## config.mk

```make
export PLATFORM = sky130hd
export DESIGN_NAME = rqpc_ctrl
export DESIGN_NICKNAME = d
export VERILOG_FILES = /design/src/rtl/rqpc_pkg.sv /design/src/rtl/rqpc_ctrl.sv
export SDC_FILE = /design/constraint.sdc
export NUM_CORES = 1
export LEC_CHECK = 0
export ABC_AREA = 1
export BUFFER_PORTS_ARGS = -buffer_cell sky130_fd_sc_hd__buf_4
export CAP_MARGIN = 10
export CORE_MARGIN = 4
export CORE_UTILIZATION = 59
export DETAILED_ROUTE_END_ITERATION = 12
export GPL_TIMING_DRIVEN = 1
export HOLD_SLACK_MARGIN = 0.05
export PLACE_DENSITY = 0.82
export SETUP_SLACK_MARGIN = 0.2
export SLEW_MARGIN = 20
export SYNTH_ARGS = -nofsm -noshare
export SYNTH_HDL_FRONTEND = slang
export SYNTH_SLANG_ARGS = --single-unit
```

## constraint.sdc

```tcl
create_clock -name clk -period 6.1 [get_ports clk]
set_clock_uncertainty 0.2 [all_clocks]
set_input_delay 1.22 -clock clk [delete_from_list [all_inputs] [get_ports clk]]
set_output_delay 1.22 -clock clk [all_outputs]
set_load 0.02 [all_outputs]
```

## src/rtl/rqpc_pkg.sv

```systemverilog
// Shared item types and operation codes for the ring queue with peek cursor.
package rqpc_pkg;

  localparam int DataW  = 32;
  localparam int CountW = 8;

  localparam logic [2:0] KIND_ADD    = 3'd0;
  localparam logic [2:0] KIND_REMOVE = 3'd1;
  localparam logic [2:0] KIND_PEEK   = 3'd2;
  localparam logic [2:0] KIND_RWND   = 3'd3;
  localparam logic [2:0] KIND_DELETE = 3'd4;
  localparam logic [2:0] KIND_CLEAR  = 3'd5;

  localparam logic [CountW-1:0] CAP_RESET = 8'd255;

  typedef struct packed {
    logic [2:0]        kind;
    logic [DataW-1:0]  item_data;
    logic [CountW-1:0] count;
  } in_item_t;

  typedef struct packed {
    logic              status;
    logic [DataW-1:0]  out_data;
    logic [CountW-1:0] occupancy;
  } out_item_t;

  // Result stage handed from the pointer logic to the output side.
  typedef struct packed {
    logic              valid;
    logic              status;
    logic              rd_sel;
    logic [CountW-1:0] occupancy;
  } stat_t;

endpackage

```

## src/rtl/rqpc_ctrl.sv

```systemverilog
// Head, tail, cursor and count registers; decodes one operation per cycle.
module rqpc_ctrl #(
  parameter int DEPTH = 256,
  parameter int AW    = 8
) (
  input  logic                        clk,
  input  logic                        rst_n,
  input  logic                        accept,
  input  rqpc_pkg::in_item_t          in_item,
  input  logic                        cfg_we,
  input  logic [rqpc_pkg::CountW-1:0] cfg_wdata,
  output logic                        mem_we,
  output logic [AW-1:0]               mem_waddr,
  output logic                        mem_re,
  output logic [AW-1:0]               mem_raddr,
  output rqpc_pkg::stat_t             stat
);

  localparam logic [rqpc_pkg::CountW-1:0] LastMax = rqpc_pkg::CountW'(DEPTH - 1);

  logic [rqpc_pkg::CountW-1:0] cap_r;
  logic [AW-1:0]               head_r, head_nxt;
  logic [AW-1:0]               tail_r, tail_nxt;
  logic [AW-1:0]               cur_r, cur_nxt;
  logic [rqpc_pkg::CountW-1:0] total_r, total_nxt;
  rqpc_pkg::stat_t             stat_r, stat_nxt;

  logic [rqpc_pkg::CountW-1:0] last;
  logic [AW-1:0]               tail_inc, head_inc, cur_inc;
  logic [rqpc_pkg::CountW:0]   slots, del_sum, del_wrap;
  logic [AW-1:0]               del_head;

  // Last usable slot index; the ring holds last+1 slots.
  always_comb begin
    if (cap_r == '0) begin
      last = rqpc_pkg::CountW'(1);
    end else if (cap_r > LastMax) begin
      last = LastMax;
    end else begin
      last = cap_r;
    end
  end

  assign tail_inc = (rqpc_pkg::CountW'(tail_r) == last) ? '0 : tail_r + AW'(1);
  assign head_inc = (rqpc_pkg::CountW'(head_r) == last) ? '0 : head_r + AW'(1);
  assign cur_inc  = (rqpc_pkg::CountW'(cur_r)  == last) ? '0 : cur_r  + AW'(1);

  assign slots    = {1'b0, last} + 9'(1);
  assign del_sum  = 9'(head_r) + {1'b0, in_item.count};
  assign del_wrap = (del_sum >= slots) ? del_sum - slots : del_sum;
  assign del_head = (del_wrap >= slots) ? '0 : AW'(del_wrap);

  always_comb begin
    head_nxt  = head_r;
    tail_nxt  = tail_r;
    cur_nxt   = cur_r;
    total_nxt = total_r;
    mem_we    = 1'b0;
    mem_re    = 1'b0;
    mem_waddr = tail_inc;
    mem_raddr = (in_item.kind == rqpc_pkg::KIND_REMOVE) ? head_inc : cur_inc;
    stat_nxt  = '0;
    if (accept) begin
      stat_nxt.valid = 1'b1;
      unique case (in_item.kind)
        rqpc_pkg::KIND_ADD: begin
          if (tail_inc == head_r) begin
            stat_nxt.status = 1'b1;
          end else begin
            mem_we    = 1'b1;
            tail_nxt  = tail_inc;
            total_nxt = total_r + 8'd1;
          end
        end
        rqpc_pkg::KIND_REMOVE: begin
          if (head_r == tail_r) begin
            stat_nxt.status = 1'b1;
          end else begin
            mem_re          = 1'b1;
            stat_nxt.rd_sel = 1'b1;
            head_nxt        = head_inc;
            cur_nxt         = head_inc;
            if (total_r != '0) begin
              total_nxt = total_r - 8'd1;
            end
          end
        end
        rqpc_pkg::KIND_PEEK: begin
          if (cur_r == tail_r) begin
            stat_nxt.status = 1'b1;
          end else begin
            mem_re          = 1'b1;
            stat_nxt.rd_sel = 1'b1;
            cur_nxt         = cur_inc;
          end
        end
        rqpc_pkg::KIND_RWND: begin
          cur_nxt = head_r;
        end
        rqpc_pkg::KIND_DELETE: begin
          if (in_item.count > total_r) begin
            stat_nxt.status = 1'b1;
            head_nxt        = tail_r;
            cur_nxt         = tail_r;
            total_nxt       = '0;
          end else begin
            head_nxt  = del_head;
            cur_nxt   = del_head;
            total_nxt = total_r - in_item.count;
          end
        end
        rqpc_pkg::KIND_CLEAR: begin
          head_nxt  = tail_r;
          cur_nxt   = tail_r;
          total_nxt = '0;
        end
        default: begin
          stat_nxt.status = 1'b1;
        end
      endcase
    end
    stat_nxt.occupancy = total_nxt;
  end

  always_ff @(posedge clk) begin
    if (!rst_n) begin
      cap_r   <= rqpc_pkg::CAP_RESET;
      head_r  <= '0;
      tail_r  <= '0;
      cur_r   <= '0;
      total_r <= '0;
      stat_r  <= '0;
    end else begin
      stat_r <= stat_nxt;
      // A capacity write drops everything held.
      if (cfg_we) begin
        cap_r   <= cfg_wdata;
        head_r  <= '0;
        tail_r  <= '0;
        cur_r   <= '0;
        total_r <= '0;
      end else begin
        head_r  <= head_nxt;
        tail_r  <= tail_nxt;
        cur_r   <= cur_nxt;
        total_r <= total_nxt;
      end
    end
  end

  assign stat = stat_r;

endmodule

```

==> impl_metrics.ini, run 1 <==
[sta]
final-setup-viol-count = 0
period_needed_ps = 5530
hold_viol_final = 0
setup_ws_ps = 569.8
maxSlewViolCount = 0
fin_crit_sh = 0.9066
worstMarginPinSlew_ps = 857.0
relSlewSlack = 0.4280
rsz0062_at_grt = false
fmax_mhz = 180.8

[setup_path]
cp-start-kind = input port
crit_arrival_ps = 5590
critPathKind = in2reg
worstPathRequired_ps = 6160
worst_setup_path_end_kind = register
crit_top_cell = nand2_1
max_stage_delay_ps = 410
cp_max_fo = 8
cp_slowest_cell = fa_1

[power]
p_int_w = 0.0006515
swShare = 0.4167
p_leak_nw = 3.152
share_comb_of_total_power = 0.441
switchingPower_w = 0.0004655
power_w = 0.001117
p_seq_frac = 0.331
pwr_density_cell_nw_per_um2 = 179.6
p_clk_frac = 0.229
irDropWorstVdd_v = 0.0001300

[route]
vias = 6011
drtIter0Drc = 544
final_antenna_net_count = 0
routedWlPerCell_microns = 15.57
drt-total-wl_microns = 16490
drc_errors = 0
dr.pass1.iters = 5
routed_via_density = 5.676

[cells_and_area]
n_fill_cell = 850
layout.nets = 1025
drive_gt1_frac = 0.1290
layout.cells.non_filler = 1059
fin_area_sq_um = 6218
insertedDiodeCount = 0
syn_to_final_growth_pct = 10.67

[clock_tree]
tritoncts = yes
clockBufferDepth = 2
insertion_delay_ps = 330
htreeDepth = 2
holdBufCountCts = 0
clock_tree.root_cell = clkbuf_8
numCtsBuffers = 5
path_clk_slew_ps = 110
cts_sinks = 51

[placed_design]
pre_cts_slack_ps = -28.97
dp_hpwl_microns = 12770
gp_congestion = 0.9530
dpl_cell_area_sq_um = 6035
dpl.cell_count = 1051
port_buffers = 51

[yosys]
postSynthAreaPerCell_sq_um = 6.278
syn_area_sq_um = 5619
ys.warnings.count = 0
yosys_register_bits = 51
syn_inst = 895
ys_types = 46
synth.yosys.seq_area_share = 0.1817
syn-num-nets = 991

[grt]
grtUsageMet3 = 0.05756
grt_use_total = 0.2965
antenna_found_initial = 0
grt_pass1_vias = 5547
grt_pass1_wl_microns = 26940
grt_use_met2 = 0.4622
grt_overflow = 0
grt_max_degree = 23
use_met1 = 0.4070
busiest_layer = met2

[floorplan]
row_count = 35
die_x_microns = 105.6
die_area_sq_um = 11150
pin_count = 84
start_util = 0.6081
die_h_microns = 105.6
core-area_sq_um = 9240

[flow_run]
drv_cap = 0

[min_path]
hp-class = reg2reg

[outcome]
outcome = finished, final reports clean
sequential cells by signal, indices dropped and copies added, names as in the netlist:
signal / count
head_r: 8
cur_r: 8
tail_r: 8
cap_r: 8
stat: 11
total_r: 8
layout make-up:
class,instances,area [sq um],share of cell area
well taps,129,161.4,0.02596
repair buffers,54,405.4,0.06519
clock inverters,3,47.55,0.007646
flip-flops and latches,51,1021,0.1642
inverters,162,609.3,0.09799
clock buffers,5,68.82,0.01107
multi-input cells,655,3905,0.6280
per-stage QoR:
step	utilization	TNS, ps	hold WS, ps
floorplan	-	0	283.2
global placement	0.6531	0	317.2
detailed placement	0.6531	-95.53	330.7
CTS	0.6657	0	345.2
global route	0.6730	0	385.4
finish	0.6730	0	348.1
worst paths after layout:
path	startpoint	endpoint	slack [ps]	cells after the start
worst min-delay path	cur_r[3]	cur_r[3]	350	2
worst min register to register	cur_r[3]	cur_r[3]	350	2
worst max register to register	head_r[0]	cur_r[2]	1090	31
worst max-delay path	in_item[0]	cur_r[2]	570	32
power groups by stage:
stage	clock network [W]	registers [W]	logic (W)
finish	0.000256	0.000369	0.000492
global route	0.000274	0.000371	0.000551
CTS	0.000261	0.000368	0.000456
detailed placement	0	0.000376	0.000452
global placement	0	0.000376	0.000444
floorplan	0	0.000366	0.000348
routing by layer:
layer,vias up,routed length [microns]
met5,-,0
met4,0,523
met3,52,1528
met2,294,7286
met1,2686,7148
li1,2979,-
worst max-delay path, delay by kind of cell:
kind,cells,cell delay (ps)
adders and majority gates,4,1230
xor gates and xnor gates,1,190
and+or+nand+nor,13,1290
AOI/OAI and AO/OA,8,1120
buffers and inverters,6,540
Yosys cell counts, drive strengths merged:
library cell  count  area share
o22ai             1      0.0011
nor3             18       0.016
o221ai            4      0.0062
o2111ai           6      0.0094
nand4            23       0.037
nand3b            2      0.0027
nor2             62       0.048
nand2           217        0.15
buf              11       0.016
a31oi             2      0.0022
o311ai            1      0.0016
xor2             43       0.067
inv             158        0.11
a311oi            2      0.0031
nand3            82       0.077
clkinv            4      0.0029
o211ai            5      0.0067
fa                3       0.011
or2               4      0.0045
o21ai            44       0.039
clkbuf           16       0.011
nor3b             1      0.0013
a21oi            63       0.059
xnor2            17       0.026
dfxtp            51        0.18
a211oi            4      0.0053
ha               38       0.085
o21bai            4      0.0053
o21a              2      0.0027
nor4              7       0.012
cells in the final DEF (no fill, tap or decap), types with 6 or more instances in the layout:
cell | netlist | layout
dfxtp_1 | 51 | 51
inv_1 | 148 | 147
a21oi_1 | 59 | 58
nor2_1 | 59 | 59
xnor2_1 | 17 | 17
nand2_2 | 14 | 14
nor3_1 | 18 | 17
o21ai_0 | 41 | 38
inv_2 | 10 | 11
ha_1 | 38 | 37
o21ai_1 | 3 | 6
buf_4 | 1 | 54
o2111ai_1 | 6 | 6
nand2_1 | 201 | 199
nand3_1 | 80 | 77
xor2_1 | 43 | 43
nand4_1 | 18 | 18
kinds of logic after synthesis:
| kind of cell | count (synthesis) | synth area share |
|---|---|---|
| AO/OA/AOI/OAI | 138 | 0.1416 |
| XOR/XNOR | 60 | 0.09352 |
| flip-flops | 51 | 0.1817 |
| adder cells (fa/ha/maj) | 41 | 0.09530 |
| AND/OR/NAND/NOR | 416 | 0.3525 |
| buffers and inverters | 189 | 0.1354 |
what timing repair did:
action	in CTS	in global routing
gates resized for setup	0	17
setup endpoints to repair	0	16
buffers inserted	0	0
(Power assumes the default switching activity.)
==> run 2, diff against run 1 <==
- CORE_UTILIZATION: 59 -> 45
- GPL_ROUTABILITY_DRIVEN: unset -> 0
- PLACE_DENSITY: 0.82 -> 0.68
- clock period: 6.1 -> 4.9 ns (I/O delays scaled with it)
==> run 2 against run 1 <==
The flow now finishes with violations (negative setup slack). Final cell count grew 9.3%. Setup slack lost 670 ps. Sequential cell count is the same. Power grew 55%. Via count grew 2.3%. First-iteration DRC count grew 7.5%. Cell area grew 14%. Clock power grew 52%. Worst hold slack is essentially flat. Register-to-register slack lost 810 ps.
==> impl_metrics.ini, run 2 (synthesized netlist as in run 1, its figures left out) <==
[clock_tree]
htreeDepth = 2
path_clk_slew_ps = 80
tritoncts = yes
clock_tree.root_cell = clkbuf_16
numCtsBuffers = 5
cts_sinks = 51
insertion_delay_ps = 320
holdBufCountCts = 0
clockBufferDepth = 2

[floorplan]
core-area_sq_um = 12110
pin_count = 84
die_x_microns = 119.7
die_h_microns = 119.7
row_count = 40
die_area_sq_um = 14340
start_util = 0.4639

[route]
drt-total-wl_microns = 17740
routed_via_density = 5.308
final_antenna_net_count = 0
drtIter0Drc = 585
dr.pass1.iters = 6
routedWlPerCell_microns = 15.32
drc_errors = 0
vias = 6147

[placed_design]
pre_cts_slack_ps = -518.0
port_buffers = 51
dp_hpwl_microns = 13550

[sta]
hold_viol_final = 0
fin_crit_sh = 1.020
relSlewSlack = 0.4109
fmax_mhz = 200.0
worstMarginPinSlew_ps = 882.7
period_needed_ps = 4999
rsz0062_at_grt = true
final-setup-viol-count = 12
maxSlewViolCount = 0
setup_ws_ps = -99.20
whs_ps = 348.0

[cells_and_area]
layout.nets = 1085
largest_register_ffs = 11
register_area_sq_um = 1021
multiInputGateArea_sq_um = 4165
final_cell_mix = 189 x nand2_1, 142 x inv_1, 106 x buf_4
insertedDiodeCount = 0
layout_commonest_cell = nand2_1
syn_to_final_growth_pct = 25.61
drive_gt1_frac = 0.2242
n_fill_cell = 1175

[outcome]
violations = negative setup slack
outcome = finished, violations left

[setup_path]
worstPathRequired_ps = 4870
cp-start-kind = input port
worst_setup_path_end_kind = register
cp_num_buf_inv = 6
max_stage_delay_ps = 350
cp_max_fo = 8
crit_arrival_ps = 4970
path_delay_family = compound AO/OA/AOI/OAI gates
critPathKind = in2reg
cp_slowest_cell = fa_2

[grt]
use_met1 = 0.3208
grt_pass1_vias = 5791
grt_pass1_wl_microns = 28150
grt_max_degree = 23
grt_overflow = 0
grt_use_met2 = 0.3934
antenna_found_initial = 0
grtUsageMet3 = 0.05749
busiest_layer = met2
grt_use_total = 0.2447

[power]
switchingPower_w = 0.0007140
p_clk_frac = 0.225
p_int_w = 0.001023
p_seq_frac = 0.261
share_comb_of_total_power = 0.514
p_leak_nw = 3.494
irDropWorstVdd_v = 0.0002091
swShare = 0.4112
pwr_density_cell_nw_per_um2 = 246.1
power_w = 0.001737

[flow_run]
drv_cap = 0

[min_path]
hp-class = reg2reg
==> run 2: changes by cell type in the layout (fill, tap and decap cells not counted), sizes merged <==
| cell | before | now |
|---|---|---|
| buf | 54 | 114 |
| bufinv | 1 | 0 |
| clkinvlp | 0 | 1 |
==> run 2: cell type report <==
cell class / count / area share
clock inverters: 3 / 0.003900
flip-flops and latches: 51 / 0.1447
multi-input cells: 655 / 0.5901
clock buffers: 5 / 0.01773
inverters: 162 / 0.08775
well taps: 168 / 0.02978
repair buffers: 114 / 0.1260
==> run 2: tightest hold or removal path, cell delays in order, from the launching register on <==
cell and delay (ps):
dfxtp_1 360, nand2_1 100, a21oi_2 50
==> run 2: worst paths after layout <==
| path | endpoint | cells after the start | slack (ps) | from |
|---|---|---|---|---|
| hold / removal | cur_r[3] | 2 | 350 | cur_r[3] |
| setup reg to reg | cur_r[4] | 28 | 280 | head_r[0] |
| hold reg to reg | cur_r[3] | 2 | 350 | cur_r[3] |
| setup / recovery | cur_r[4] | 29 | -100 | in_item[0] |
==> run 2: layer usage <==
layer  vias to the layer above  part of all wire
li1                       3083                 -
met1                      2787              0.43
met2                       234              0.46
met3                        43             0.083
met4                         0             0.025
met5                         -                 0
==> run 2: stage by stage <==
| stage | instances | area, sq um | utilization | TNS, ps |
|---|---|---|---|---|
| finish | 1158 | 7058 | 0.5827 | -499.3 |
| global route | 1158 | 7058 | 0.5827 | -4330 |
| CTS | 1153 | 6872 | 0.5674 | 0 |
| detailed placement | 1137 | 6465 | 0.5338 | -6995 |
| global placement | 1137 | 6465 | 0.5338 | -6838 |
| floorplan | 895 | 5654 | - | 0 |
==> run 2: timing repair <==
action                                  CTS  global route
endpoints found under the setup margin   16            16
setup buffers                             8             5
gates cloned                              0             0
pin swaps                                16            13
gates resized for setup                  45            31
==> run 2: power by group through the flow <==
stage	Combinational, W	Sequential [W]	Clock, W
5_1_grt	0.000974	0.000456	0.000409
3_5_place_dp	0.000682	0.000462	0
2_1_floorplan	0.000447	0.000455	0
4_1_cts	0.000795	0.000453	0.000391
3_3_place_gp	0.000675	0.000463	0
6_report	0.000893	0.000454	0.000390
